`src/design/csim_pkg.sv`:
```
package csim_pkg;

  // Element and accumulator sizes
  localparam int ELEM_BITS = 16;
  localparam int ACC_BITS  = 48;

  // Fraction bits of the Q1.15 result and width of the result field
  localparam int Q_BITS   = 15;
  localparam int SIM_BITS = 16;

  // Stream packing
  localparam int IN_DATA_BITS  = ((2 * ELEM_BITS + 7) / 8) * 8;
  localparam int OUT_DATA_BITS = ((SIM_BITS + 7) / 8) * 8;

  // Final-stage arithmetic: half-width partial products, full products, root compare
  localparam int HALF_BITS = (ACC_BITS + 1) / 2;
  localparam int MUL_BITS  = 4 * HALF_BITS;
  localparam int ROOT_BITS = MUL_BITS + 2 * Q_BITS;

  // Queue between accumulator front and root/divide back
  localparam int QUEUE_DEPTH = 2;
  localparam int PTR_BITS    = $clog2(QUEUE_DEPTH);
  localparam int CNT_BITS    = $clog2(QUEUE_DEPTH + 1);

  typedef logic signed [ACC_BITS-1:0] acc_t;

  // One finished set of sums, handed from front to back
  typedef struct packed {
    acc_t dot;
    acc_t norm_a;
    acc_t norm_b;
  } acc_set_t;

endpackage

```
`src/design/csim_front.sv`:
```
module csim_front (
  input  logic                                 clk,
  input  logic                                 rst,
  input  logic                                 s_tvalid,
  output logic                                 s_tready,
  input  logic [csim_pkg::IN_DATA_BITS-1:0]    s_tdata,
  input  logic                                 s_tlast,
  output logic                                 push,
  output csim_pkg::acc_set_t                   push_data,
  input  logic                                 q_full
);

  localparam int PROD_BITS = 2 * csim_pkg::ELEM_BITS;
  localparam int SUM_BITS  = ((PROD_BITS > csim_pkg::ACC_BITS) ? PROD_BITS
                                                                : csim_pkg::ACC_BITS) + 1;
  localparam logic signed [csim_pkg::ACC_BITS-1:0] ACC_MAX =
    {1'b0, {(csim_pkg::ACC_BITS-1){1'b1}}};
  localparam logic signed [csim_pkg::ACC_BITS-1:0] ACC_MIN =
    {1'b1, {(csim_pkg::ACC_BITS-1){1'b0}}};

  // Saturating add of one product into an accumulator
  function automatic csim_pkg::acc_t sat_add(csim_pkg::acc_t acc,
                                             logic signed [PROD_BITS-1:0] p);
    logic signed [SUM_BITS-1:0] s;
    s = SUM_BITS'(acc) + SUM_BITS'(p);
    if (s > SUM_BITS'(ACC_MAX)) begin
      return ACC_MAX;
    end else if (s < SUM_BITS'(ACC_MIN)) begin
      return ACC_MIN;
    end else begin
      return s[csim_pkg::ACC_BITS-1:0];
    end
  endfunction

  logic signed [csim_pkg::ELEM_BITS-1:0] elem_a;
  logic signed [csim_pkg::ELEM_BITS-1:0] elem_b;
  logic                                  take;
  logic                                  stall;
  logic                                  retire;

  // Product stage
  logic                                  s1_valid;
  logic                                  s1_last;
  logic signed [PROD_BITS-1:0]           p_ab;
  logic signed [PROD_BITS-1:0]           p_aa;
  logic signed [PROD_BITS-1:0]           p_bb;

  // Running sums
  csim_pkg::acc_t dot_acc;
  csim_pkg::acc_t norm_a_acc;
  csim_pkg::acc_t norm_b_acc;
  csim_pkg::acc_set_t sums;

  assign elem_a = s_tdata[csim_pkg::ELEM_BITS-1:0];
  assign elem_b = s_tdata[2*csim_pkg::ELEM_BITS-1:csim_pkg::ELEM_BITS];

  // Only a last pair facing a full queue holds the pipe
  assign stall    = s1_valid && s1_last && q_full;
  assign s_tready = !stall;
  assign take     = s_tvalid && s_tready;
  assign retire   = s1_valid && !stall;

  // Product registers
  always_ff @(posedge clk) begin
    if (rst) begin
      s1_valid <= 1'b0;
    end else if (!stall) begin
      s1_valid <= take;
    end
  end

  always_ff @(posedge clk) begin
    if (take) begin
      s1_last <= s_tlast;
      p_ab    <= PROD_BITS'(elem_a) * PROD_BITS'(elem_b);
      p_aa    <= PROD_BITS'(elem_a) * PROD_BITS'(elem_a);
      p_bb    <= PROD_BITS'(elem_b) * PROD_BITS'(elem_b);
    end
  end

  // Sums including the product stage
  always_comb begin
    sums.dot    = sat_add(dot_acc, p_ab);
    sums.norm_a = sat_add(norm_a_acc, p_aa);
    sums.norm_b = sat_add(norm_b_acc, p_bb);
  end

  // Accumulators, cleared after the last pair of a vector
  always_ff @(posedge clk) begin
    if (rst) begin
      dot_acc    <= '0;
      norm_a_acc <= '0;
      norm_b_acc <= '0;
    end else if (retire) begin
      if (s1_last) begin
        dot_acc    <= '0;
        norm_a_acc <= '0;
        norm_b_acc <= '0;
      end else begin
        dot_acc    <= sums.dot;
        norm_a_acc <= sums.norm_a;
        norm_b_acc <= sums.norm_b;
      end
    end
  end

  assign push      = retire && s1_last;
  assign push_data = sums;

endmodule

```
`config.mk`:
```
export PLATFORM = sky130hd
export DESIGN_NAME = csim_front
export DESIGN_NICKNAME = d
export VERILOG_FILES = /design/src/design/csim_pkg.sv /design/src/design/csim_front.sv
export SDC_FILE = /design/constraint.sdc
export NUM_CORES = 2
export LEC_CHECK = 0
export BUFFER_PORTS_ARGS = -buffer_cell sky130_fd_sc_hd__buf_4
export CAP_MARGIN = 10
export CORE_UTILIZATION = 62
export CTS_BUF_LIST = sky130_fd_sc_hd__clkbuf_4 sky130_fd_sc_hd__clkbuf_8
export DETAILED_ROUTE_END_ITERATION = 16
export PLACE_DENSITY = 0.8
export SLEW_MARGIN = 20
export SYNTH_ARGS = -nofsm -noshare
export SYNTH_HDL_FRONTEND = slang
export SYNTH_SLANG_ARGS = --single-unit
```
`constraint.sdc`:
```
create_clock -name clk -period 17.7 [get_ports clk]
set_clock_uncertainty 0.15 [all_clocks]
set_input_delay 3.54 -clock clk [delete_from_list [all_inputs] [get_ports clk]]
set_output_delay 3.54 -clock clk [all_outputs]
set_load 0.05 [all_outputs]
```
* Yosys cells after proc, flatten, opt, wreduce, memory -nomap -nowiden
Index checks and enable logic that the tools add are counted.
Widths: inputs -> output; s select.
** Storage, ports and cells
- Flip-flop bits (word level) :: 242
- Output and inout port bits :: 146
- Word-level logic and storage cells :: 35
** Operators by class
- $add $sub $neg :: 3
- Multiply operators :: 3
- Order comparisons :: 6
- Muxes and demuxes :: 9
- Reductions and logical operators :: 6
** Operators by type and width (number)
- $mux 48 :: 9
- $add 48x32->49 :: 3
- $gt 49x48->1 const B :: 3
- $lt 49x48->1 const B :: 3
- $mul 16x16->32 :: 3
- $logic_and 1x1->1 :: 5
- $logic_not 1->1 :: 1

* Longest topological paths before layout
- Depth in word-level cells :: 5
- Gate-level depth with buffers :: 28

* Worst setup path after synthesis
No wires, ideal clock.
- Path type :: input port to flip-flop
- Start :: input port s_tdata[19] (netlist name)
- End :: register p_bb[31] (data pin)
- Setup time :: 259 ps
- Arrival time :: 9505 ps
- Data required time :: 17291 ps
- Slack :: 7786 ps
- Stages :: 25
- Cells stage by stage :: clkbuf_1 -> clkbuf_1 -> nand2_1 -> fa_1 -> fa_1 -> fa_1 -> inv_1 -> fa_1 -> fa_1 -> inv_1 -> fa_1 -> inv_1 -> ha_1 -> a21o_1 -> a21o_1 -> a21oi_1 -> nor2b_1 -> o21a_1 -> a311oi_1 -> o22ai_1 -> a31oi_1 -> o21bai_1 -> a21oi_1 -> a21oi_1 -> xnor2_1
** Between the ends
- Longest elaborated chain between the ends :: 1
** Ends and longest elaborated chain
- start, declared :: RTL line csim_front.sv:6 : input logic [csim_pkg::IN_DATA_BITS-1:0] s_tdata,
- $mul 16x16->32 :: RTL line csim_front.sv:77 : p_bb <= PROD_BITS'(elem_b) * PROD_BITS'(elem_b);
- end signal, assigned :: RTL line csim_front.sv:77
- end, declared :: RTL line csim_front.sv:46 : logic signed [PROD_BITS-1:0] p_bb;
Every way passes these cells.
A chain may end at the register's enable or synchronous reset.

* Final worst setup path
- Start :: input port s_tdata[15] (netlist name)
- End :: register p_aa[31] (data pin)
** Between the ends
- Longest elaborated chain between the ends :: 1
** Ends and longest elaborated chain
- $mul 16x16->32 :: RTL line csim_front.sv:76 : p_aa <= PROD_BITS'(elem_a) * PROD_BITS'(elem_a);
- end signal, assigned :: RTL line csim_front.sv:76
- end, declared :: RTL line csim_front.sv:45 : logic signed [PROD_BITS-1:0] p_aa;
Every way passes these cells.

==> impl_metrics.py <==
metrics = {
    "setup_path": {
        "critPathSlowestCell": "clkinv_1",
        "crit_top_cell": "fa_1",
        "arrival_ps": 10560,
        "crit_end": "p_aa[31]",
        "critPathMaxFanout": 29,
        "critPathLaunchType": "primary input",
        "worst_ep_required_time_ps": 17950,
        "max_stage_delay_ps": 650,
        "criticalPathCategory": "in2reg",
        "reg2reg_from": "p_ab[31]",
        "path_cells": "buf_4 -> clkinv_1 -> nor2_1 -> fa_1 -> fa_1 -> fa_1 -> fa_1 -> fa_1 -> inv_1 -> fa_1 -> inv_1 -> ha_1 -> and3_1 -> nand3_1 -> o21ai_0 -> o21bai_1 -> o221ai_1 -> o21ai_0 -> nor4_1 -> a21oi_1 -> nand4_1 -> o21ai_0 -> o22ai_1 -> xnor2_1",
        "reg2reg_to": "dot_acc[27]",
        "startpoint": "s_tdata[15]",
        "rr_worst_depth": 15,
        "endpoint_kind": "flip-flop",
        "reg2reg_setup_slack_ps": 12430,
    },
    "synth": {
        "synth-xor-area-share_pct": 5.13,
        "synth_compound_area_share_pct": 12.7,
        "synth_top_family_by_area": "adder cells",
        "syn_area_um2": 44300,
        "yosysSeqAreaShare_pct": 13.0,
        "synth-async-reset-ratio_pct": 0,
        "synth_cells": 4970,
        "ys_seq_elements": 240,
        "synth-simple-area-share_pct": 13.5,
        "synthAdderAreaFrac_pct": 45.4,
        "yosysUniqueCellTypes": 98,
        "postSynthNetCount": 6149,
        "yosys_warnings": 0,
        "synth_flop_cell": "dfxtp_1",
        "synth_mux_area_share_pct": 0.0905,
        "avgSynthCellArea_um2": 8.91,
        "synth_edf_count": 95,
    },
    "sta": {
        "setup_violations": 0,
        "hold_viol_final": 0,
        "maxSlewViolCount": 0,
        "relSlewSlack_pct": 24.7,
        "tns_ps": 0,
        "fin_crit_sh_pct": 58.2,
        "finalCriticalPeriod_ps": 10310,
        "fmax_ghz": 0.0970,
        "grt_setup_unrepaired": "false",
        "worstMarginPinSlew_ps": 1130,
    },
    "routing": {
        "drc_errors": 0,
        "drt_first_iter_violations": 2049,
        "routed_wl_mm": 104,
        "num_vias": 34000,
        "wl_per_cell_um": 17.3,
        "drt-pass1-iter-count": 5,
        "ant_nets": 0,
        "vias_per_cell": 5.67,
    },
    "clocking": {
        "clkSinkCount": 240,
        "cts_tree": "built",
        "cts_made_buffers": 45,
        "cts_buffer_depth": 3,
        "cts_resized": 0,
        "clockRootBuffer": "clkbuf_8",
        "post-cts-setup-buffers": 0,
        "clock_latency_ps": 660,
        "clk_pin_slew_ps": 80,
        "cts_max_level": 2,
        "cts_hold_buffers": 0,
    },
    "floorplan": {
        "io_pins": 183,
        "die_w_um": 269,
        "rows": 97,
        "die_y_um": 269,
        "core_area_um2": 70400,
        "start_util_pct": 62.9,
        "die_area_um2": 72500,
    },
    "final_layout": {
        "fin_nets": 6189,
        "drive_above_1_share_pct": 7.04,
        "area_delta_synth_final_pct": 6.34,
        "fillers": 5724,
    },
    "global_route": {
        "overflow": 0,
        "grt_pass1_wl_mm": 175,
        "grt_antenna_before_repair": 7,
        "track_usage_pct": 29.5,
        "grt_max_degree": 72,
        "first_global_vias": 35800,
    },
    "placement": {
        "dp_hpwl_mm": 81.5,
        "place.gp.congestion": 0.928,
        "io_buffer_count": 182,
    },
    "flow_run": {
        "maxCapViolations": 0,
    },
    "worst_hold_path": {
        "hold_path_class": "reg2reg",
        "hold_depth": 2,
    },
    "outcome": {
        "outcome": "finished, final reports clean",
    },
}
-- synth_stat cells, drive strengths merged (7+ instances only) --
cell | number | area share [%]
a211o | 7 | 0.14
a211oi | 22 | 0.40
a21boi | 9 | 0.15
a21o | 117 | 2.0
a21oi | 237 | 2.7
a221o | 46 | 1.0
a22o | 13 | 0.26
a22oi | 8 | 0.15
a31o | 16 | 0.34
a31oi | 23 | 0.36
and2 | 173 | 2.4
and3 | 36 | 0.51
buf | 51 | 0.70
clkbuf | 151 | 1.3
dfxtp | 145 | 6.6
edfxtp | 95 | 6.4
fa | 730 | 33
ha | 412 | 12
inv | 970 | 8.2
maj3 | 33 | 0.75
nand2 | 478 | 4.1
nand2b | 66 | 0.93
nand3 | 39 | 0.45
nand4 | 26 | 0.37
nor2 | 326 | 2.8
nor2b | 31 | 0.44
nor3 | 46 | 0.58
o211ai | 15 | 0.27
o21a | 30 | 0.51
o21ai | 199 | 2.3
o21bai | 30 | 0.51
o31ai | 15 | 0.32
or2 | 11 | 0.16
or3 | 13 | 0.18
xnor2 | 194 | 3.8
xor2 | 65 | 1.3
-- worst max-delay path, delay by kind of cell --
family	cells	cell delay, ps
AO/OA/AOI/OAI	7	1420
AND/OR/NAND/NOR	5	930
adder cells (fa/ha/maj)	7	3420
XOR/XNOR	1	140
buffers and inverters	4	1050
-- cells by family after synthesis --
group | count (synthesis)
XOR/XNOR | 259
adder cells (fa/ha/maj) | 1175
multiplexers | 4
flip-flops | 240
AND/OR/NAND/NOR | 1271
AO/OA/AOI/OAI | 844
buffers and inverters | 1177
-- per-layer routing --
layer | GRT usage, % | part of all wire, % | vias to the layer above
li1 | - | - | 15900
met1 | 38.6 | 41 | 16700
met2 | 49.4 | 48 | 1067
met3 | 4.63 | 6.9 | 260
met4 | 11.2 | 4.0 | 8
met5 | 0 | 0.049 | -
-- cell type report --
type                       count  area (um2)  area share, %
tap                          940        1180           2.50
multi-input combinational   3553       34000           72.3
clock inverter                17         166          0.354
timing repair buffer         195        1460           3.11
inverter                     975        3660           7.78
clock buffer                  66         802           1.70
sequential                   240        5760           12.2
antenna                        3        7.51         0.0160
-- layout by cell type, fill, tap and decap left out, types with 13 or more instances in the layout --
cell,instances
a22o_1,13
fa_1,730
nor2b_1,30
nor2_1,322
or3_1,13
inv_1,965
o21bai_1,30
ha_1,412
and3_1,36
a221o_1,46
a211oi_1,20
maj3_1,33
nand4_1,26
xnor2_1,193
nor3_1,42
nand2b_1,66
clkbuf_8,49
a31o_2,15
buf_4,195
a21oi_1,233
a31oi_1,22
o211ai_1,14
and2_1,172
o21a_1,30
edfxtp_1,95
clkbuf_4,17
nand3_1,38
xor2_1,64
a21o_1,117
o21ai_1,31
dfxtp_1,145
o21ai_0,164
nand2_1,477
-- flip-flops by register name, indices dropped and copies added (netlist names) --
register	count
norm_b_acc	48
dot_acc	48
p_ab	32
s1_last	1
p_aa	31
norm_a_acc	48
s1_valid	1
p_bb	31
-- worst min-delay path by stage --
stage,startpoint,endpoint,slack [ps]
5_1_grt,norm_b_acc[5],norm_b_acc[5],320
2_1_floorplan,norm_b_acc[10],norm_b_acc[10],270
3_3_place_gp,norm_b_acc[6],norm_b_acc[6],280
6_report,norm_b_acc[5],norm_b_acc[5],290
3_5_place_dp,norm_b_acc[6],norm_b_acc[6],290
4_1_cts,norm_b_acc[6],norm_b_acc[6],300
-- stage by stage --
stage,worst slack (ps),hold WS (ps),cell area [um2],instances,util [%]
floorplan,7790,270,44300,4970,-
global placement,7010,280,46100,5903,65.5
detailed placement,6850,286,46100,5903,65.5
CTS,7570,295,47100,5986,66.8
global route,6920,317,47100,5989,66.9
finish,7390,295,47100,5989,66.9
Power is not shown: default switching activity piles up to over one toggle a cycle in this logic, so the estimate is an artifact.
