**src/design/csim_pkg.sv**
```systemverilog
package csim_pkg;

  // Element and accumulator sizes
  localparam int ELEM_BITS = 16;
  localparam int ACC_BITS  = 48;

  // Fraction bits of the Q1.15 result and width of the result field
  localparam int Q_BITS   = 15;
  localparam int SIM_BITS = 16;

  // Stream packing
  localparam int IN_DATA_BITS  = ((2 * ELEM_BITS + 7) / 8) * 8;
  localparam int OUT_DATA_BITS = ((SIM_BITS + 7) / 8) * 8;

  // Final-stage arithmetic: half-width partial products, full products, root compare
  localparam int HALF_BITS = (ACC_BITS + 1) / 2;
  localparam int MUL_BITS  = 4 * HALF_BITS;
  localparam int ROOT_BITS = MUL_BITS + 2 * Q_BITS;

  // Queue between accumulator front and root/divide back
  localparam int QUEUE_DEPTH = 2;
  localparam int PTR_BITS    = $clog2(QUEUE_DEPTH);
  localparam int CNT_BITS    = $clog2(QUEUE_DEPTH + 1);

  typedef logic signed [ACC_BITS-1:0] acc_t;

  // One finished set of sums, handed from front to back
  typedef struct packed {
    acc_t dot;
    acc_t norm_a;
    acc_t norm_b;
  } acc_set_t;

endpackage

```
**src/design/csim_back.sv**
```systemverilog
module csim_back (
  input  logic                                  clk,
  input  logic                                  rst,
  input  logic                                  q_empty,
  input  csim_pkg::acc_set_t                    q_head,
  output logic                                  pop,
  output logic                                  m_tvalid,
  input  logic                                  m_tready,
  output logic [csim_pkg::OUT_DATA_BITS-1:0]    m_tdata,
  output logic                                  m_tuser
);

  localparam int H         = csim_pkg::HALF_BITS;
  localparam int A         = csim_pkg::ACC_BITS;
  localparam int W         = csim_pkg::ROOT_BITS;
  localparam int MB        = csim_pkg::MUL_BITS;
  localparam int QB        = csim_pkg::Q_BITS;
  localparam int MUL_STEPS = 8;
  localparam int MCNT_BITS = $clog2(MUL_STEPS + 1);
  localparam int BIT_BITS  = $clog2(QB);

  typedef enum logic [4:0] {
    ST_IDLE = 5'b00001,
    ST_MUL  = 5'b00010,
    ST_PRE  = 5'b00100,
    ST_CMP  = 5'b01000,
    ST_DONE = 5'b10000
  } state_t;

  state_t state;

  // Operands of the current request
  logic [A-1:0]            dmag;
  logic [A-1:0]            na;
  logic [A-1:0]            nb;
  logic                    dot_neg;
  logic                    zero;

  // Shared half-width multiplier
  logic [MCNT_BITS-1:0]    mcnt;
  logic [2*H-1:0]          xop;
  logic [2*H-1:0]          yop;
  logic [H-1:0]            xh;
  logic [H-1:0]            yh;
  logic [2*H-1:0]          prod;
  logic [2:0]              pidx;
  logic                    prod_v;
  logic [MB-1:0]           prod_sh;
  logic [MB-1:0]           nn;
  logic [MB-1:0]           rr;
  logic [MB-1:0]           nn_next;
  logic [MB-1:0]           rr_next;

  // Root search: s = q^2*nn, tk = q*nn << (k+1), nk = nn << 2k
  logic [W-1:0]            s_acc;
  logic [W-1:0]            tk;
  logic [W-1:0]            nk;
  logic [W-1:0]            rq;
  logic [W-1:0]            pre_a;
  logic [W-1:0]            pre_b;
  logic [W-1:0]            cand;
  logic                    fit;
  logic [BIT_BITS-1:0]     bit_idx;
  logic [QB-1:0]           qmag;

  // Output register
  logic [csim_pkg::SIM_BITS-1:0] similarity;
  logic                          out_load;

  assign pop = (state == ST_IDLE) && !q_empty;

  // Operand select for the partial product of this step
  always_comb begin
    xop = mcnt[2] ? (2*H)'(dmag) : (2*H)'(na);
    yop = mcnt[2] ? (2*H)'(dmag) : (2*H)'(nb);
    xh  = mcnt[1] ? xop[2*H-1:H] : xop[H-1:0];
    yh  = mcnt[0] ? yop[2*H-1:H] : yop[H-1:0];
  end

  // Place the registered partial product by its half indexes
  always_comb begin
    case ({pidx[1], pidx[0]})
      2'b00:   prod_sh = MB'(prod);
      2'b11:   prod_sh = MB'(prod) << (2 * H);
      default: prod_sh = MB'(prod) << H;
    endcase
    nn_next = nn;
    rr_next = rr;
    if (prod_v) begin
      if (pidx[2]) begin
        rr_next = rr + prod_sh;
      end else begin
        nn_next = nn + prod_sh;
      end
    end
  end

  assign cand     = s_acc + pre_a;
  assign fit      = (cand <= rq);
  assign out_load = (state == ST_DONE) && (!m_tvalid || m_tready);

  // Sequencer
  always_ff @(posedge clk) begin
    if (rst) begin
      state <= ST_IDLE;
    end else begin
      unique case (state)
        ST_IDLE: begin
          if (!q_empty) begin
            if ((q_head.norm_a == '0) || q_head.norm_a[A-1] ||
                (q_head.norm_b == '0) || q_head.norm_b[A-1]) begin
              state <= ST_DONE;
            end else begin
              state <= ST_MUL;
            end
          end
        end
        ST_MUL: begin
          if (mcnt == MCNT_BITS'(MUL_STEPS)) begin
            state <= ST_PRE;
          end
        end
        ST_PRE: begin
          state <= ST_CMP;
        end
        ST_CMP: begin
          if (bit_idx == '0) begin
            state <= ST_DONE;
          end else begin
            state <= ST_PRE;
          end
        end
        ST_DONE: begin
          if (out_load) begin
            state <= ST_IDLE;
          end
        end
        default: state <= ST_IDLE;
      endcase
    end
  end

  // Datapath
  always_ff @(posedge clk) begin
    case (state)
      ST_IDLE: begin
        zero    <= (q_head.norm_a == '0) || q_head.norm_a[A-1] ||
                   (q_head.norm_b == '0) || q_head.norm_b[A-1];
        dot_neg <= q_head.dot[A-1];
        dmag    <= q_head.dot[A-1] ? A'(-q_head.dot) : A'(q_head.dot);
        na      <= q_head.norm_a;
        nb      <= q_head.norm_b;
        mcnt    <= '0;
        prod_v  <= 1'b0;
        nn      <= '0;
        rr      <= '0;
        qmag    <= '0;
      end
      ST_MUL: begin
        if (mcnt != MCNT_BITS'(MUL_STEPS)) begin
          prod   <= (2*H)'(xh) * (2*H)'(yh);
          pidx   <= mcnt[2:0];
          prod_v <= 1'b1;
        end else begin
          prod_v <= 1'b0;
        end
        nn   <= nn_next;
        rr   <= rr_next;
        mcnt <= mcnt + MCNT_BITS'(1);
        if (mcnt == MCNT_BITS'(MUL_STEPS)) begin
          nk      <= W'(nn_next) << (2 * (QB - 1));
          tk      <= '0;
          s_acc   <= '0;
          rq      <= {rr_next, (2*QB)'(0)};
          bit_idx <= BIT_BITS'(QB - 1);
        end
      end
      ST_PRE: begin
        pre_a <= tk + nk;
        pre_b <= tk + (nk << 1);
      end
      ST_CMP: begin
        if (fit) begin
          s_acc <= cand;
          qmag  <= qmag | (QB'(1) << bit_idx);
        end
        tk      <= (fit ? pre_b : tk) >> 1;
        nk      <= nk >> 2;
        bit_idx <= bit_idx - BIT_BITS'(1);
      end
      default: begin
      end
    endcase
  end

  // Result register toward the receiver
  always_ff @(posedge clk) begin
    if (rst) begin
      m_tvalid <= 1'b0;
    end else if (out_load) begin
      m_tvalid <= 1'b1;
    end else if (m_tready) begin
      m_tvalid <= 1'b0;
    end
  end

  always_ff @(posedge clk) begin
    if (out_load) begin
      if (zero) begin
        similarity <= '0;
      end else if (dot_neg) begin
        similarity <= -csim_pkg::SIM_BITS'(qmag);
      end else begin
        similarity <= csim_pkg::SIM_BITS'(qmag);
      end
      m_tuser <= zero;
    end
  end

  assign m_tdata = csim_pkg::OUT_DATA_BITS'(similarity);

  // Checks
  a_zero_gives_zero: assert property (@(posedge clk) disable iff (rst)
    (m_tvalid && m_tuser) |-> (similarity == '0))
    else $error("zero-norm result with nonzero similarity");

  a_no_min_value: assert property (@(posedge clk) disable iff (rst)
    m_tvalid |-> (similarity != {1'b1, {(csim_pkg::SIM_BITS-1){1'b0}}}))
    else $error("similarity reached the negative limit");

  a_mul_count: assert property (@(posedge clk) disable iff (rst)
    (state == ST_MUL) |-> (mcnt <= MCNT_BITS'(MUL_STEPS)))
    else $error("multiply step count out of range");

  a_pop_starts: assert property (@(posedge clk) disable iff (rst)
    pop |=> (state != ST_IDLE))
    else $error("request popped but sequencer stayed idle");

endmodule

```
**config.mk**
```make
export PLATFORM = sky130hd
export DESIGN_NAME = csim_back
export DESIGN_NICKNAME = d
export VERILOG_FILES = /design/src/design/csim_pkg.sv /design/src/design/csim_back.sv
export SDC_FILE = /design/constraint.sdc
export NUM_CORES = 2
export LEC_CHECK = 0
export BUFFER_PORTS_ARGS = -buffer_cell sky130_fd_sc_hd__buf_2
export CORE_ASPECT_RATIO = 1.75
export CORE_MARGIN = 2
export CORE_UTILIZATION = 29
export CTS_CLUSTER_SIZE = 16
export DETAILED_ROUTE_END_ITERATION = 10
export SKIP_LAST_GASP = 1
export SLEW_MARGIN = 20
export SYNTH_ARGS = -nofsm -noshare
export SYNTH_HDL_FRONTEND = slang
export SYNTH_SLANG_ARGS = --single-unit
```
**constraint.sdc**
```tcl
create_clock -name clk -period 46.9 [get_ports clk]
set_input_delay 9.38 -clock clk [delete_from_list [all_inputs] [get_ports clk]]
set_output_delay 9.38 -clock clk [all_outputs]
set_load 0.03 [all_outputs]
```
==> Yosys cells after proc, flatten, opt, wreduce, memory -nomap -nowiden <==
Cells that the tools add are included.
{ "totals": {"input_bits": 148, "out_inout_bits": 19, "n_memories": 0, "ramBits": 0, "regBits": 1162, "mem_bits_ro": 0, "latch_bits": 0} }
{ "classes": {"bitwise": 2, "n_reduce_logical": 23, "shifts": 1, "magnitude_cmp": 1, "n_div": 0, "mux": 35, "addsub": 9, "n_mul": 1, "eq_ne": 12} }
{ "ops": {"columns": ["op", "n"], "rows": [
  ["126-bit one-hot mux with 2 select lines", 3],
  ["96-bit one-hot mux with 2 select lines", 3],
  ["126-bit two-way mux", 4],
  ["96-bit two-way mux", 4],
  ["126-bit adder", 3],
  ["96-bit adder", 2],
  ["126-bit <= comparator", 1],
  ["48-bit zero test", 2],
  ["48-bit two-way mux", 2],
  ["24-bit by 24-bit multiplier with 48-bit output", 1],
  ["24-bit two-way mux", 2],
  ["48-bit negation", 1],
  ["47-bit two-way mux", 1],
  ["15-bit two-way mux", 2],
  ["15-bit one-hot mux with 2 select lines", 1],
  ["5-bit two-way mux", 5],
  ["5-bit one-hot mux with 5 select lines", 1],
  ["15-bit negation with 16-bit output", 1],
  ["4-bit one-hot mux with 2 select lines", 2],
  ["15-bit OR", 1],
  ["1-bit by 4-bit left shift with 15-bit output, first input constant", 1],
  ["2-bit != test, second input constant", 4],
  ["2-bit AND reduction", 4],
  ["2-bit nonzero test", 4],
  ["other kinds (21)", 29]
]} }

==> Logic depth before layout (Yosys ltp) <==
{ "logic_depth": {"word_depth": 7, "ltp_mapped": 36, "depth_no_buf": 32} }

==> Worst setup path before layout <==
Ideal clock, no wire load.
{ "synth_path": {"path_type": "register to register", "start": "reg mcnt[0]", "end": "reg s_acc[0], enable pin", "path_slack_ps": 23426, "t_arrival_ps": 22978, "required_ps": 46404, "synth_period_minus_slack_ps": 23474, "path_stages_with_launch": 9, "path_cell_list": "edfxtp_1 -> clkbuf_1 -> buf_1 -> buf_1 -> inv_1 -> ha_1 -> nand3b_1 -> o21ai_0 -> o21a_1"} }
{ "synth_via": {"elab_chain_len": 3} }
{ "synth_lines": {"columns": ["element", "line", "source"], "rows": [
  ["start: declaration", "csim_back.sv:40", "logic [MCNT_BITS-1:0] mcnt;"],
  ["start signal: assignment", "csim_back.sv:169", "mcnt <= mcnt + MCNT_BITS'(1);"],
  ["4-bit equality test", "csim_back.sv:170", "if (mcnt == MCNT_BITS'(MUL_STEPS)) begin"],
  ["2-bit != test (no source line)", null, null],
  ["3-bit AND reduction (no source line)", null, null],
  ["end signal: assignment", "csim_back.sv:184", "s_acc <= cand;"],
  ["end: declaration", "csim_back.sv:55", "logic [W-1:0] s_acc;"]
]} }
Every way passes these cells.
A chain may end at the register's enable or synchronous reset.

==> Final worst setup path <==
{ "layout_path": {"start": "in q_empty", "end": "out pop"} }
{ "layout_via": {"elab_chain_len": 2} }
{ "layout_lines": {"columns": ["element", "line", "source"], "rows": [
  ["start: declaration", "csim_back.sv:4", "input logic q_empty,"],
  ["1-bit zero test", null, null],
  ["1-bit logical AND", "csim_back.sv:70", "assign pop = (state == ST_IDLE) && !q_empty;"],
  ["end: declaration", "csim_back.sv:6", "output logic pop,"]
]} }
Every way passes these cells.

==> flow_metrics.py <==
metrics = {
    "run_status": {
        "status": "finished, final reports clean",
    },
    "timing": {
        "fmax_mhz": 51.95,
        "worstMarginPinSlew_ns": 1.254,
        "finalCriticalPeriod_ns": 19.25,
        "setup_viol": 0,
        "finClkSkew_ns": 0.09358,
        "fin_setup_tns_ns": 0,
        "slew_violations": 0,
        "rsz0062_at_grt": "false",
        "fin_ws_ns": 27.65,
        "hold_viol_final": 0,
        "slew_headroom": 0.1583,
        "finalCritPeriodShare": 0.4104,
    },
    "detailed_routing": {
        "ant_nets": 0,
        "firstDrtPassIters": 7,
        "via_per_inst": 5.308,
        "drc": 0,
        "drt-wirelength-per-cell_um": 23.20,
        "vias": 83630,
        "drt_iter0_markers": 5732,
        "postRouteWirelength_mm": 365.5,
    },
    "global_route": {
        "track_usage": 0.1994,
        "grt_overflow": 0,
        "grt_pass1_wl_mm": 533.6,
        "grt_pass1_vias": 85470,
        "grt_start_max_net_pins": 188,
        "antenna_found_initial": 27,
    },
    "clock_network": {
        "cts_resized": 0,
        "ctsLongestPathBuffers": 4,
        "clk_pin_slew_ns": 0.06,
        "numCtsBuffers": 144,
        "postCtsSetupBuffers": 0,
        "postCtsHoldBufs": 0,
        "clock_sinks": 1158,
        "ctsHtreeMaxLevel": 4,
        "clock_latency_ns": 0.87,
        "cts_tree": "done",
        "cts_root_buffer": "clkbuf_16",
    },
    "placed_design": {
        "io_buffers": 166,
        "placed_cells": 15460,
        "dp_slack_ns": 27.66,
        "finalWeightedCongestion": 0.9965,
        "dp_hpwl_mm": 294.4,
    },
    "critical_path": {
        "critPathKind": "in -> out",
        "worstSetupPathDepth": 3,
        "timing.critical_path.mode_cell": "buf_2",
        "cp_slowest_stage_delay_ns": 0.24,
        "timing.rr.end": "s_acc[118]",
        "r2r_slack_ns": 36.18,
        "cp_max_fo": 2,
        "setup.worst_path.end_class": "output pin",
        "crit_end": "pop",
        "path_cells": "buf_2, nor2_1, buf_2",
        "crit_buf_inv": 2,
        "critPathTopFamily": "buffers and inverters",
        "start_kind": "input pin",
        "r2r-start": "s_acc[15]",
        "cp_data_arrival_time_ns": 9.87,
        "cp_slowest_cell": "buf_2",
        "startpoint": "q_empty",
        "r2r_cells": 25,
        "cp.required_ns": 37.52,
    },
    "synthesis": {
        "syn_area_sq_um": 101800,
        "synth_edf_count": 1152,
        "ys_warn_count": 0,
        "ys_seq_area_frac": 0.3409,
        "async_flop_share": 0,
        "synth_seq_cells": 1158,
        "synthCells": 11140,
        "postSynthAreaPerCell_sq_um": 9.140,
        "synth_nets": 12620,
        "synth_cell_types": 102,
        "yosysMostFrequentCell": "nand2_1",
        "yosysTopAreaCell": "edfxtp_1",
        "yosys.area.top_type_share": 0.3397,
        "ys.flop_type": "edfxtp_1",
        "yosys-top-cells-count": "nand2_1, edfxtp_1, a21oi_1",
        "synth.area.top_cells": "edfxtp_1, ha_1, fa_1",
    },
    "floorplan": {
        "core_sq_um": 349400,
        "die-height_um": 787.9,
        "rows": 287,
        "ios": 167,
        "dieArea_sq_um": 356100,
        "dieWidth_um": 452.0,
        "start_util": 0.2915,
    },
    "finish": {
        "fin_nets": 12460,
        "drive_above_1_share": 0.06119,
        "utilization": 0.3204,
        "layout.cells.non_filler": 15760,
        "syn2layout_area_growth_pct": 9.933,
    },
    "run": {
        "max_cap_violations": 0,
    },
    "worst_hold_path": {
        "min_path_type": "reg -> reg",
    },
}
[routing by layer]
| metal | routed length, um | vias up | global-route usage |
|---|---|---|---|
| met5 | 0 | - | 0 |
| met4 | 46920 | 0 | 0.2146 |
| met3 | 16550 | 1166 | 0.02776 |
| met2 | 186500 | 2669 | 0.3634 |
| met1 | 115500 | 40630 | 0.1807 |
| li1 | - | 39160 | - |
[per-stage QoR]
step,hold slack (ns),instance area (sq um)
2_1_floorplan,0.4244,101800
3_3_place_gp,0.5181,107200
3_5_place_dp,0.5314,107300
4_1_cts,0.5383,111800
5_1_grt,0.5597,111900
6_report,0.5154,111900
[sequential cells by signal, summed over array words and instances, names as in the netlist, 3 cells and up]
name     cells
pidx         3
rr          96
nk         124
prod        48
rq          96
na          48
mcnt         4
nn          96
pre_a      126
dmag        48
nb          48
qmag        15
m_tdata     16
tk         125
pre_b      125
state        5
s_acc      126
bit_idx      4
[worst min-delay path, cell delays in order (launching register included)]
cell and delay, ns:
edfxtp_1 0.32, nand3_1 0.06, o21ai_0 0.06
[kinds of logic after synthesis]
group,Yosys count,share of synthesized area
AND/OR/NAND/NOR,3550,0.1600
AO/OA/AOI/OAI,2890,0.1758
buffers and inverters,1431,0.05351
adder cells (fa/ha/maj),1331,0.1994
flip-flops,1158,0.3409
XOR/XNOR,649,0.05582
multiplexers,132,0.01461
[final cells by class]
| cell class | count | area [sq um] |
|---|---|---|
| clock buffer | 171 | 3811 |
| multi-input combinational | 8552 | 61940 |
| sequential | 1158 | 34710 |
| fill | 36760 | 237500 |
| clock inverter | 76 | 728.2 |
| antenna | 50 | 125.1 |
| inverter | 855 | 3214 |
| timing repair buffer | 269 | 1629 |
| tap | 4624 | 5786 |
[worst min path at each step]
| stage | to | slack (ns) | cells past startpoint | start |
|---|---|---|---|---|
| floorplan | m_tuser | 0.42 | 0 | zero |
| global placement | tk[83] | 0.52 | 2 | pre_b[84] |
| detailed placement | tk[100] | 0.53 | 2 | pre_b[101] |
| CTS | tk[46] | 0.54 | 2 | pre_b[47] |
| global route | tk[46] | 0.56 | 2 | pre_b[47] |
| finish | tk[46] | 0.52 | 2 | pre_b[47] |
[cells in the final DEF, fill, tap and decap left out, types with 77 or more instances in the layout]
| master | count |
|---|---|
| nor2b_1 | 78 |
| xor2_1 | 235 |
| o21a_1 | 109 |
| a21oi_1 | 1024 |
| a21o_1 | 370 |
| nor2_1 | 1016 |
| fa_1 | 487 |
| xnor2_1 | 404 |
| edfxtp_1 | 1152 |
| buf_2 | 166 |
| nand2_1 | 1254 |
| nor3_1 | 116 |
| o21bai_1 | 173 |
| nand4_1 | 266 |
| nand3_1 | 232 |
| ha_1 | 843 |
| and2_1 | 264 |
| o21ai_0 | 619 |
| buf_4 | 101 |
| a31oi_1 | 77 |
| clkbuf_16 | 149 |
| inv_1 | 853 |
Power is not shown: default switching activity piles up to over one toggle a cycle in this logic, so the estimate is an artifact.
