`config.mk`:
```
export PLATFORM = sky130hd
export DESIGN_NAME = csim_queue
export DESIGN_NICKNAME = d
export VERILOG_FILES = /design/src/design/csim_pkg.sv /design/src/design/csim_queue.sv
export SDC_FILE = /design/constraint.sdc
export NUM_CORES = 1
export LEC_CHECK = 0
export CORE_AREA = 2 2 138 140
export CTS_CLUSTER_SIZE = 40
export DETAILED_ROUTE_END_ITERATION = 10
export DIE_AREA = 0 0 140 142
export DONT_BUFFER_PORTS = 1
export GPL_TIMING_DRIVEN = 0
export PLACE_DENSITY = 0.75
export SYNTH_ARGS = -nofsm -noshare
export SYNTH_HDL_FRONTEND = slang
export SYNTH_SLANG_ARGS = --single-unit
```
`constraint.sdc`:
```
create_clock -name clk -period 10.27 [get_ports clk]
set_clock_uncertainty 0.15 [all_clocks]
set_input_delay 2.054 -clock clk [delete_from_list [all_inputs] [get_ports clk]]
set_output_delay 2.054 -clock clk [all_outputs]
set_load 0.02 [all_outputs]
```
`src/design/csim_pkg.sv`:
```
package csim_pkg;

  // Element and accumulator sizes
  localparam int ELEM_BITS = 16;
  localparam int ACC_BITS  = 48;

  // Fraction bits of the Q1.15 result and width of the result field
  localparam int Q_BITS   = 15;
  localparam int SIM_BITS = 16;

  // Stream packing
  localparam int IN_DATA_BITS  = ((2 * ELEM_BITS + 7) / 8) * 8;
  localparam int OUT_DATA_BITS = ((SIM_BITS + 7) / 8) * 8;

  // Final-stage arithmetic: half-width partial products, full products, root compare
  localparam int HALF_BITS = (ACC_BITS + 1) / 2;
  localparam int MUL_BITS  = 4 * HALF_BITS;
  localparam int ROOT_BITS = MUL_BITS + 2 * Q_BITS;

  // Queue between accumulator front and root/divide back
  localparam int QUEUE_DEPTH = 2;
  localparam int PTR_BITS    = $clog2(QUEUE_DEPTH);
  localparam int CNT_BITS    = $clog2(QUEUE_DEPTH + 1);

  typedef logic signed [ACC_BITS-1:0] acc_t;

  // One finished set of sums, handed from front to back
  typedef struct packed {
    acc_t dot;
    acc_t norm_a;
    acc_t norm_b;
  } acc_set_t;

endpackage

```
`src/design/csim_queue.sv`:
```
module csim_queue (
  input  logic               clk,
  input  logic               rst,
  input  logic               push,
  input  csim_pkg::acc_set_t push_data,
  input  logic               pop,
  output csim_pkg::acc_set_t head,
  output logic               full,
  output logic               empty
);

  csim_pkg::acc_set_t                entries [csim_pkg::QUEUE_DEPTH];
  logic [csim_pkg::PTR_BITS-1:0]     wr_ptr;
  logic [csim_pkg::PTR_BITS-1:0]     rd_ptr;
  logic [csim_pkg::CNT_BITS-1:0]     count;

  function automatic logic [csim_pkg::PTR_BITS-1:0] ptr_inc(
    logic [csim_pkg::PTR_BITS-1:0] p);
    if (p == csim_pkg::PTR_BITS'(csim_pkg::QUEUE_DEPTH - 1)) begin
      return '0;
    end else begin
      return p + csim_pkg::PTR_BITS'(1);
    end
  endfunction

  assign full  = (count == csim_pkg::CNT_BITS'(csim_pkg::QUEUE_DEPTH));
  assign empty = (count == '0);
  assign head  = entries[rd_ptr];

  // Storage
  always_ff @(posedge clk) begin
    if (push) begin
      entries[wr_ptr] <= push_data;
    end
  end

  // Pointers and fill count
  always_ff @(posedge clk) begin
    if (rst) begin
      wr_ptr <= '0;
      rd_ptr <= '0;
      count  <= '0;
    end else begin
      if (push) begin
        wr_ptr <= ptr_inc(wr_ptr);
      end
      if (pop) begin
        rd_ptr <= ptr_inc(rd_ptr);
      end
      if (push && !pop) begin
        count <= count + csim_pkg::CNT_BITS'(1);
      end else if (pop && !push) begin
        count <= count - csim_pkg::CNT_BITS'(1);
      end
    end
  end

endmodule

```
After elaboration in Yosys (flattened, before gate mapping)
Memory sizes are Yosys's and may differ from the RTL's. A register that Yosys moved wholly into a read port is not among the register bits.
Index checks and enable logic that the tools add are counted.
Widths: inputs -> output; s select.
{"block": "totals", "register_bits": 4, "ram_bits": 288, "inputBits": 148, "elab_cells": 23, "n_memories": 1}
{"block": "classes", "add_sub_neg": 4, "n_eq_ne": 1, "mux": 8, "n_reduce_logical": 6}
{"memory": "entries", "words": 2, "word_bits": 144, "read_ports": 1, "rd_ports_with_merged_regs": 1, "write_ports": 1, "line_no": "csim_queue.sv:12", "rtl": "csim_pkg::acc_set_t entries [csim_pkg::QUEUE_DEPTH];"}
{"op": "$mux 1", "n": 6}
{"op": "$mux 2", "n": 2}
{"op": "$add 1x1->1 const B", "n": 2}
{"op": "$add 2x1->2 const B", "n": 1}
{"op": "$eq 2x2->1 const B", "n": 1}
{"op": "$logic_and 1x1->1", "n": 2}
{"op": "$logic_not 1->1", "n": 2}
{"op": "$logic_not 2->1", "n": 1}
{"op": "$reduce_bool 2->1", "n": 1}
{"op": "$sub 2x1->2 const B", "n": 1}

Longest topological paths before layout
Gate-level depths: netlist of the first run.
{"block": "depth", "ltp_word": 4, "ltp_mapped": 5, "ltp_nobuf": 5}

Least setup slack after synthesis of the first run
OpenSTA, ideal clock, no wires.
{"block": "synth_path", "path_type": "in2reg", "start": "input push", "end": "memory entries[0][0] (netlist name) (enable)", "setup_time_ns": 0.667, "t_arrival_ns": 8.286, "t_required_ns": 9.453, "setup_slack_ns": 1.168, "cell_stages": 1, "path_cell_list": "nor2b_1"}
{"block": "synth_via", "elab_chain_len": 2}
{"item": "start, declared", "line_no": "csim_queue.sv:4", "rtl": "input logic push,"}
{"item": "$mux 1", "line_no": "csim_queue.sv:32", "rtl": "if (push) begin"}
{"item": "$mux 1 (implied by the code)", "line_no": "csim_queue.sv:33", "rtl": "entries[wr_ptr] <= push_data;"}
{"item": "end, declared", "line_no": "csim_queue.sv:12"}
Every way passes these cells.

==> metrics, run 1 <==
status=finished with violations; violated checks=DRC; slew margin rel.=0.404; Critical Path Sink Type=primary output; placed cell count=710; Sum Neg Setup Slack=0 ns; largest buffer count on any clock path=3; number of global-route vias before repair=4604; Register Area=8750 um2; syn_nets=619; Ports=294; CTS tree=yes; row cnt=50; post_cts resized=0; PwrDens=219 nW/um2; Synth Instances=470; die span in y=between 100 and 150 um; WL/cell=24.3 um; Fill cells=between 1000 and 1500; sequential share of the synthesized area=0.808; synth warn=0; gr usage total=0.179; cts hold-fix bufs=0; Post-CTS Setup Inserts=0; clock latency on the worst-skew pair=~0.53 ns; Final Slew Violations=0; final hold vios=0; CTS H-tree lvls=1; crit start category=flop; TritonCTS Sinks=293; post-route insts no fill=762; RePlAce Congestion=a little over 0.7; Die Width=between 100 and 150 um; core area=18500 um2; Max-cap violations=0; overall power=2.66 mW; WS Path Type=reg2out; Pre-antenna DRT Iters=9; #FFs+latches synth=293; Area growth syn-to-layout=12.2%; crit path max fanout=10; dpl hpwl=12.9 mm; Tcrit/Tclk final=0.388; Clk pin slew, worst setup/hold paths=approximately 0.06 ns; Worst Hold Class=reg2reg; Yosys top cell area share=0.799; CP required=8.07 ns; first-pass GRT wire length=26.8 mm; mean post-synth cell area=23.0 um2; antenna violations before repair=2; Finished Core Util=0.658; endpoints failing setup=0; P_leak=roughly 4.1 nW; NumNets Final=655; worst vdd ir=~0.21 mV; Starting DRT DRC Count=around 230; post-synth design cell area=approximately 11000 um2; grt ovf=0; Worst-Margin Slew=0.891 ns; Yosys cell types=16; Synth area leaders=edfxtp_1, mux2_2, mux2_4; unrepaired setup endpoints after global routing=false; clk root buf=clkbuf_16; Buffers on Ports=0; DRT antenna net count=0; TritonCTS buffer count=28; die area=19900 um2; drt total wl=18.5 mm; upper clock frequency limit=251 MHz; Vias=4336; pin count of the biggest net entering global routing=65; DRC viols=42; WP data arrival=around 1.8 ns; final worst path period need=between 3 and 4 ns; share of layout cells above drive strength 1=0.392; area of the multi-input gates=1960 um2; Vias/cell=approximately 5.7; Starting Density=0.587; area leader, netlist=edfxtp_1
-- report_power, final --
group	internal [mW]	switching [mW]	leakage, nW
combinational	0.102	0.181	0.969
clock	0.565	0.397	0.428
sequential	1.40	0.0176	2.74
total	2.06	0.596	4.14
-- layer usage --
layer  up-vias  global-route usage  routed length (um)
li1       1936                   -                   -
met1      2122               0.186                6080
met2       239               0.309                9240
met3        39               0.104                2730
met4         0              0.0542                 489
met5         -                   0                   0
-- path summary, 6_finish.rpt --
path	startpoint	end	slack (ns)	depth (start not counted)
max	flop	head[114]	6.29	4
min	rd_ptr	rd_ptr	0.37	2
max reg2reg	wr_ptr	entries[0][57]	8.17	3
min reg2reg	rd_ptr	rd_ptr	0.37	2
-- layout by cell type, fill, tap and decap left out --
cell type / synthesis / layout
buf_2: 8 / 8
mux2_2: 84 / 84
buf_12: 0 / 3
mux2_4: 60 / 60
dfxtp_1: 5 / 5
buf_6: 8 / 8
ha_1: 1 / 1
clkinv_1: 0 / 3
nor2b_4: 0 / 1
or3_1: 1 / 1
bufinv_16: 0 / 2
buf_16: 0 / 3
xnor2_1: 2 / 2
nor2_1: 5 / 5
a21oi_1: 1 / 1
o21ai_0: 1 / 1
and2_4: 0 / 1
inv_1: 1 / 1
clkbuf_16: 0 / 29
nor2b_1: 2 / 1
clkbuf_1: 0 / 9
xor2_1: 2 / 2
clkinv_2: 0 / 7
edfxtp_1: 288 / 288
diode_2: 0 / 2
-- area by class of cell --
| class | count | share of cell area |
|---|---|---|
| clock buffer | 38 | 0.0625 |
| timing repair buffer | 6 | 0.0117 |
| inverter | 1 | 0.000309 |
| sequential | 293 | 0.720 |
| clock inverter | 12 | 0.00876 |
| antenna | 2 | 0.000412 |
| buffer | 16 | 0.0107 |
| tap | 234 | 0.0241 |
| multi-input combinational | 160 | 0.161 |
-- sequential cells by signal (all words and copies together) (netlist names), named ones only --
signal	count
count	2
entries	288
wr_ptr	1
rd_ptr	1
-- per-stage QoR --
step | area (um2) | hold slack, ns | setup WS, ns
2_1_floorplan | 10800 | 0.311 | 1.17
5_1_grt | 12100 | 0.377 | 6.21
4_1_cts | 12100 | 0.365 | 6.25
3_3_place_gp | 11100 | 0.342 | -1.42
3_5_place_dp | 11300 | 0.349 | 6.42
6_report | 12100 | 0.366 | 6.29
-- critical path, cell delays in order (launching register included) --
cell	delay [ns]
dfxtp_1	0.32
buf_6	0.16
buf_6	0.19
buf_6	0.20
mux2_4	0.37
-- cell families (layout without fill, tap and decap cells) --
kind of cell | count (synthesis) | in the layout | synth area share
flops | 293 | 293 | 0.808
mux | 144 | 144 | 0.171
buf+inv | 17 | 73 | 0.0124
simple gates | 9 | 9 | 0.00404
xor+xnor | 4 | 4 | 0.00324
compound gates | 2 | 2 | 0.000923
fa+ha+maj | 1 | 1 | 0.00116
other cells | 0 | 2 | 0
-- synthesized netlist by cell type (all sizes together) --
master and number:
xor2 2, xnor2 2, nor2 5, buf 16
inv 1, a21oi 1, dfxtp 5, o21ai 1
and2 1, nor2b 2, ha 1, edfxtp 288
mux2 144, or3 1
Power figures use the tool's default switching activity.
==> run 2: changes to the inputs <==
--- a/config.mk
+++ b/config.mk
@@ -5,13 +5,13 @@
 export SDC_FILE = /design/constraint.sdc
 export NUM_CORES = 1
 export LEC_CHECK = 0
-export CORE_AREA = 2 2 138 140
+export CORE_AREA = 2 2 143 145
 export CTS_CLUSTER_SIZE = 40
 export DETAILED_ROUTE_END_ITERATION = 10
-export DIE_AREA = 0 0 140 142
+export DIE_AREA = 0 0 145 147
 export DONT_BUFFER_PORTS = 1
 export GPL_TIMING_DRIVEN = 0
-export PLACE_DENSITY = 0.75
+export PLACE_DENSITY = 0.73
 export SYNTH_ARGS = -nofsm -noshare
 export SYNTH_HDL_FRONTEND = slang
 export SYNTH_SLANG_ARGS = --single-unit
==> constraint.sdc (replaced) <==
create_clock -name clk -period 3.25 [get_ports clk]
set_clock_uncertainty 0.15 [all_clocks]
set_input_delay 0.65 -clock clk [delete_from_list [all_inputs] [get_ports clk]]
set_output_delay 0.65 -clock clk [all_outputs]
set_load 0.02 [all_outputs]
==> run 2 against run 1 <==
- critical endpoint is now head[116]
- wire length grew 1.9%
- combinational power grew to 3.2 times the previous value
- global-route usage shrank 0.68 points
- highest routed layer unchanged
- the run now ends clean
- sequential share of layout area shrank 0.81 points
- clock power grew to 3.3 times the previous value
==> metrics, run 2 (synthesized netlist as in run 1, its figures left out) <==
status=completed; Pre-antenna DRT Iters=4; Starting DRT DRC Count=185; max incr delay on CP=0.36 ns; NumNets Final=656; P_leak=4.18 nW; max reg flops=288; Tcrit/Tclk final=0.788; Worst Hold Class=in2reg; DRC viols=0; Area growth syn-to-layout=13.4%; endpoints failing setup=0; TritonCTS buffer count=28; row cnt=52; largest buffer count on any clock path=3; post_cts resized=0; number of global-route vias before repair=4746; crit start category=flop; dpl hpwl=13.2 mm; upper clock frequency limit=391 MHz; core area=slightly below 20000 um2; overall power=8.54 mW; WP data arrival=1.76 ns; ANT cells=0; Vias/cell=5.53; critical-path cell list=buf_6 > buf_6 > buf_6 > mux2_4; Reg-to-Reg Start=wr_ptr; Worst-Margin Slew=0.745 ns; TritonCTS Sinks=293; slew margin rel.=0.502; Finished Core Util=0.619; most used cell, CP=buf_6; Regs by FF count=entries (288), count (2); cts hold-fix bufs=0; Post-DP Area=11400 um2; clock latency on the worst-skew pair=between 0.5 and 0.6 ns; Crit-path slowest cell=mux2_4; share of layout cells above drive strength 1=0.399; Ports=294; Final Slew Violations=0; pin count of the biggest net entering global routing=70; RePlAce Congestion=between 0.7 and 0.8; drt total wl=~19 mm; Buffers on Ports=0; post-route cell area=around 12000 um2; worst vdd ir=0.549 mV; WL/cell=23.6 um; CTS tree=yes; Register Area=8750 um2; Starting Density=0.546; Die Width=145 um; antenna violations before repair=0; gr usage total=0.172; Clk pin slew, worst setup/hold paths=0.06 ns; final hold vios=0; WS Path Type=reg2out; Critical Path Sink Type=primary output; Vias=4422; PwrDens=696 nW/um2; most common cell after layout, fill and taps aside=edfxtp_1; Max-cap violations=0; Post-CTS Setup Inserts=0; crit path max fanout=10; most frequent cells in the layout=edfxtp_1, mux2_2, mux2_4, clkbuf_16; die area=21300 um2; area of the multi-input gates=1960 um2; CTS H-tree lvls=1; hold path start=rst; die span in y=147 um; clk root buf=clkbuf_16; grt ovf=0; Top reg by flops=entries; unrepaired setup endpoints after global routing=false; first-pass GRT wire length=~28 mm; DRT antenna net count=0; CP required=2.45 ns; final worst path period need=2.56 ns; Fill cells=1315
run 2: cell count changes in the layout (fill, tap and decap cells not counted), sizes merged:
cell      change
clkinvlp      +3
diode         -2
buf           +1
clkinv        -1
clkbuf        -1
bufinv        +1
run 2: stage by stage:
step	hold WS, ns	worst slack (ns)	instances	TNS, ns
floorplan	0.311	-0.145	470	-20.83
global placement	0.337	-1.02	740	-216.00
detailed placement	0.355	0.952	747	0
CTS	0.0197	0.634	799	0
global route	0.00715	0.580	799	0
finish	0.0384	0.689	799	0
run 2: layer usage:
metal / track usage / part of all wire / vias up
met1: 0.176 / 0.33 / 2212
met5: 0 / 0 / -
li1: - / - / 1940
met4: 0.0450 / 0.014 / 0
met3: 0.100 / 0.14 / 23
met2: 0.303 / 0.51 / 247
run 2: power by group:
| part | internal [mW] | switching (mW) |
|---|---|---|
| Clock | 1.91 | 1.27 |
| Combinational | 0.329 | 0.570 |
| Sequential | 4.41 | 0.0545 |
| Total | 6.65 | 1.89 |
run 2: worst max-delay path, delay by kind of cell, from the launching register on:
family   cells  cell delay (ns)
mux          1             0.36
buf+inv      3             0.53
flops        1             0.32
run 2: worst paths after layout:
path                                   endpoint  slack (ns)  cells past startpoint
worst min register to register         count[1]        0.36                      2
worst min-delay path                   count[1]        0.04                      1
worst max register to register  entries[0][112]        1.31                      3
worst max-delay path                  head[116]        0.69                      4
run 2: layout make-up:
| type | count | share of cell area |
|---|---|---|
| repair buffers | 7 | 0.0145 |
| multi-input cells | 160 | 0.159 |
| well taps | 270 | 0.0275 |
| clock inverters | 15 | 0.0124 |
| plain buffers | 16 | 0.0106 |
| inverters | 1 | 0.000306 |
| flip-flops and latches | 293 | 0.712 |
| clock buffers | 37 | 0.0631 |
==> run 3: changes to the inputs <==
--- a/config.mk
+++ b/config.mk
@@ -5,13 +5,13 @@
 export SDC_FILE = /design/constraint.sdc
 export NUM_CORES = 1
 export LEC_CHECK = 0
-export CORE_AREA = 2 2 143 145
+export CORE_AREA = 2 2 138 140
 export CTS_CLUSTER_SIZE = 40
 export DETAILED_ROUTE_END_ITERATION = 10
-export DIE_AREA = 0 0 145 147
+export DIE_AREA = 0 0 140 142
 export DONT_BUFFER_PORTS = 1
 export GPL_TIMING_DRIVEN = 0
-export PLACE_DENSITY = 0.73
+export PLACE_DENSITY = 0.75
 export SYNTH_ARGS = -nofsm -noshare
 export SYNTH_HDL_FRONTEND = slang
 export SYNTH_SLANG_ARGS = --single-unit
==> constraint.sdc (replaced) <==
create_clock -name clk -period 2.4 [get_ports clk]
set_clock_uncertainty 0.15 [all_clocks]
set_input_delay 0.48 -clock clk [delete_from_list [all_inputs] [get_ports clk]]
set_output_delay 0.48 -clock clk [all_outputs]
set_load 0.02 [all_outputs]
==> run 3 against run 2 <==
- the run now ends with DRC left
- worst setup slack worse by 0.63 ns
- wire length grew 16%
- largest cell class unchanged
- non-clock buffer count grew 149
- global-route usage rose by 3.7 points
- first-iteration DRC count grew 69%
- critical endpoint is now head[109]
- design area up 12%
- highest routed layer unchanged
- sequential share of layout area fell by 7.5 points
- flip-flop and latch count did not move
- die area down 6.7%
==> metrics, run 3 (synthesized netlist as in run 1, its figures left out) <==
status=finished with violations; violated checks=DRC; Net Sw Power=2.74 mW; DRC viols=21; Critical Path Sink Type=primary output; CP required=between 1.5 and 2 ns; Die Width=140 um; antenna violations before repair=2; largest buffer count on any clock path=3; hold path endpoint=count[0]; Vias/cell=about 5.6; endpoints failing setup=0; Finished Core Util=0.744; grt ovf=0; Worst Hold Class=in2reg; Reg-to-Reg Start=wr_ptr; NumNets Final=805; share of layout cells above drive strength 1=0.310; r2r setup slk=0.26 ns; drt total wl=approximately 22 mm; DP Worst Slack=0.0930 ns; WS Path Type=reg2out; CTS H-tree lvls=1; unrepaired setup endpoints after global routing=true; WP data arrival=1.71 ns; core area=between 15000 and 20000 um2; max reg flops=288; clk root buf=clkbuf_16; slew margin rel.=0.391; Switching Fraction=0.234; CTS tree=yes; clock latency on the worst-skew pair=about 0.54 ns; Starting Density=0.587; power share of the clock group=0.354; Register Area=8750 um2; final hold vios=0; Worst-Margin Slew=roughly 0.9 ns; Critical R2R Capture=entries[0][93]; gr usage total=0.210; Pre-antenna DRT Iters=11; Fill cells=970; P_leak=between 4 and 5 nW; Hold Path Stages=3; final worst slack=0.0613 ns; die span in y=roughly 140 um; TritonCTS Sinks=293; overall power=11.7 mW; hold path start=push; row cnt=50; Seq pwr share=0.518; crit start category=flop; Max-cap violations=0; TritonCTS buffer count=28; Area growth syn-to-layout=26.8%; number of global-route vias before repair=5487; DRT antenna net count=0; Tcrit/Tclk final=0.974; dpl hpwl=12.9 mm; Top reg by flops=entries; area of the multi-input gates=1960 um2; final worst path period need=2.34 ns; pin count of the biggest net entering global routing=67; upper clock frequency limit=approximately 430 MHz; WL/cell=24.0 um; crit path max fanout=10; Starting DRT DRC Count=between 300 and 400; worst vdd ir=0.805 mV; PwrDens=roughly 850 nW/um2; Vias=5080; Clk pin slew, worst setup/hold paths=0.06 ns; FF-to-FF path depth=3; cell internal pwr=8.96 mW; Final Slew Violations=0; RePlAce Congestion=0.753; most frequent cells in the layout=edfxtp_1, dlygate4sd3_1, mux2_2, mux2_4, clkbuf_16; Gate power share=0.129; Ports=294; most common cell after layout, fill and taps aside=edfxtp_1; Buffers on Ports=0; first-pass GRT wire length=31.6 mm; die area=19900 um2; Regs by FF count=entries (288), count (2)
## run 3: cell types whose count changed in the layout (fill, tap and decap cells not counted), sizes merged
cell         before  now
buf              23   18
bufinv            3    2
clkbuf           37   40
clkinv            9   12
clkinvlp          3    1
diode             0    2
dlygate4sd3       0  147
inv               1    2
## run 3: what timing repair did
action / CTS / global route
hold endpoints to repair: 293 / 0
cloned: 1 / 1
endpoints found under the setup margin: 95 / 56
buffers inserted: 1 / 0
gates resized for setup: 16 / 6
hold buffers: 147 / 0
## run 3: critical path: stages, from the launching register on
cell and delay, ns:
dfxtp_2 0.35, buf_6 0.15, buf_12 0.14, buf_8 0.16, mux2_4 0.36
## run 3: worst max-delay path by stage
stage / startpoint / to / slack [ns] / cells after the start
6_report: flop / head[109] / 0.06 / 4
5_1_grt: flop / head[109] / -0.005 / 4
4_1_cts: flop / head[45] / 0.001 / 3
3_5_place_dp: push / entries[0][120] / 0.09 / 3
3_3_place_gp: push / entries[0][117] / -1.69 / 1
2_1_floorplan: push / entries[0][0] / -0.82 / 1
## run 3: metrics by stage
step / TNS (ns) / hold WS, ns / instances / cell area, um2
floorplan: -184.59 / 0.311 / 470 / 10800
global placement: -410.53 / 0.335 / 704 / 11100
detailed placement: 0 / 0.336 / 710 / 11300
CTS: 0 / 0.134 / 908 / 13700
global route: -0.0224 / 0.200 / 911 / 13700
finish: 0 / 0.201 / 911 / 13700
## run 3: cell type report
type                    instances  share of cell area
repair buffers                156               0.121
clock buffers                  33              0.0524
inverters                       1            0.000273
diodes                          2            0.000364
multi-input cells             160               0.143
flip-flops and latches        293               0.637
well taps                     234              0.0213
clock inverters                16              0.0106
plain buffers                  16              0.0145
## run 3: power by group through the flow
stage          clock network (mW)  registers, mW  logic (mW)
6_report                     4.14           6.06        1.51
5_1_grt                      4.42           6.08        1.57
4_1_cts                      4.18           6.05        1.49
3_5_place_dp                    0           6.16        1.22
3_3_place_gp                    0           6.17        1.16
2_1_floorplan                   0           6.15        1.00
## run 3: routing by layer
metal  vias to the layer above  GRT usage  wire (um)
met2                       270      0.376      11300
met1                      2521      0.244       8000
met5                         -          0          0
li1                       2250          -          -
met3                        39     0.0666       2040
met4                         0     0.0633        518
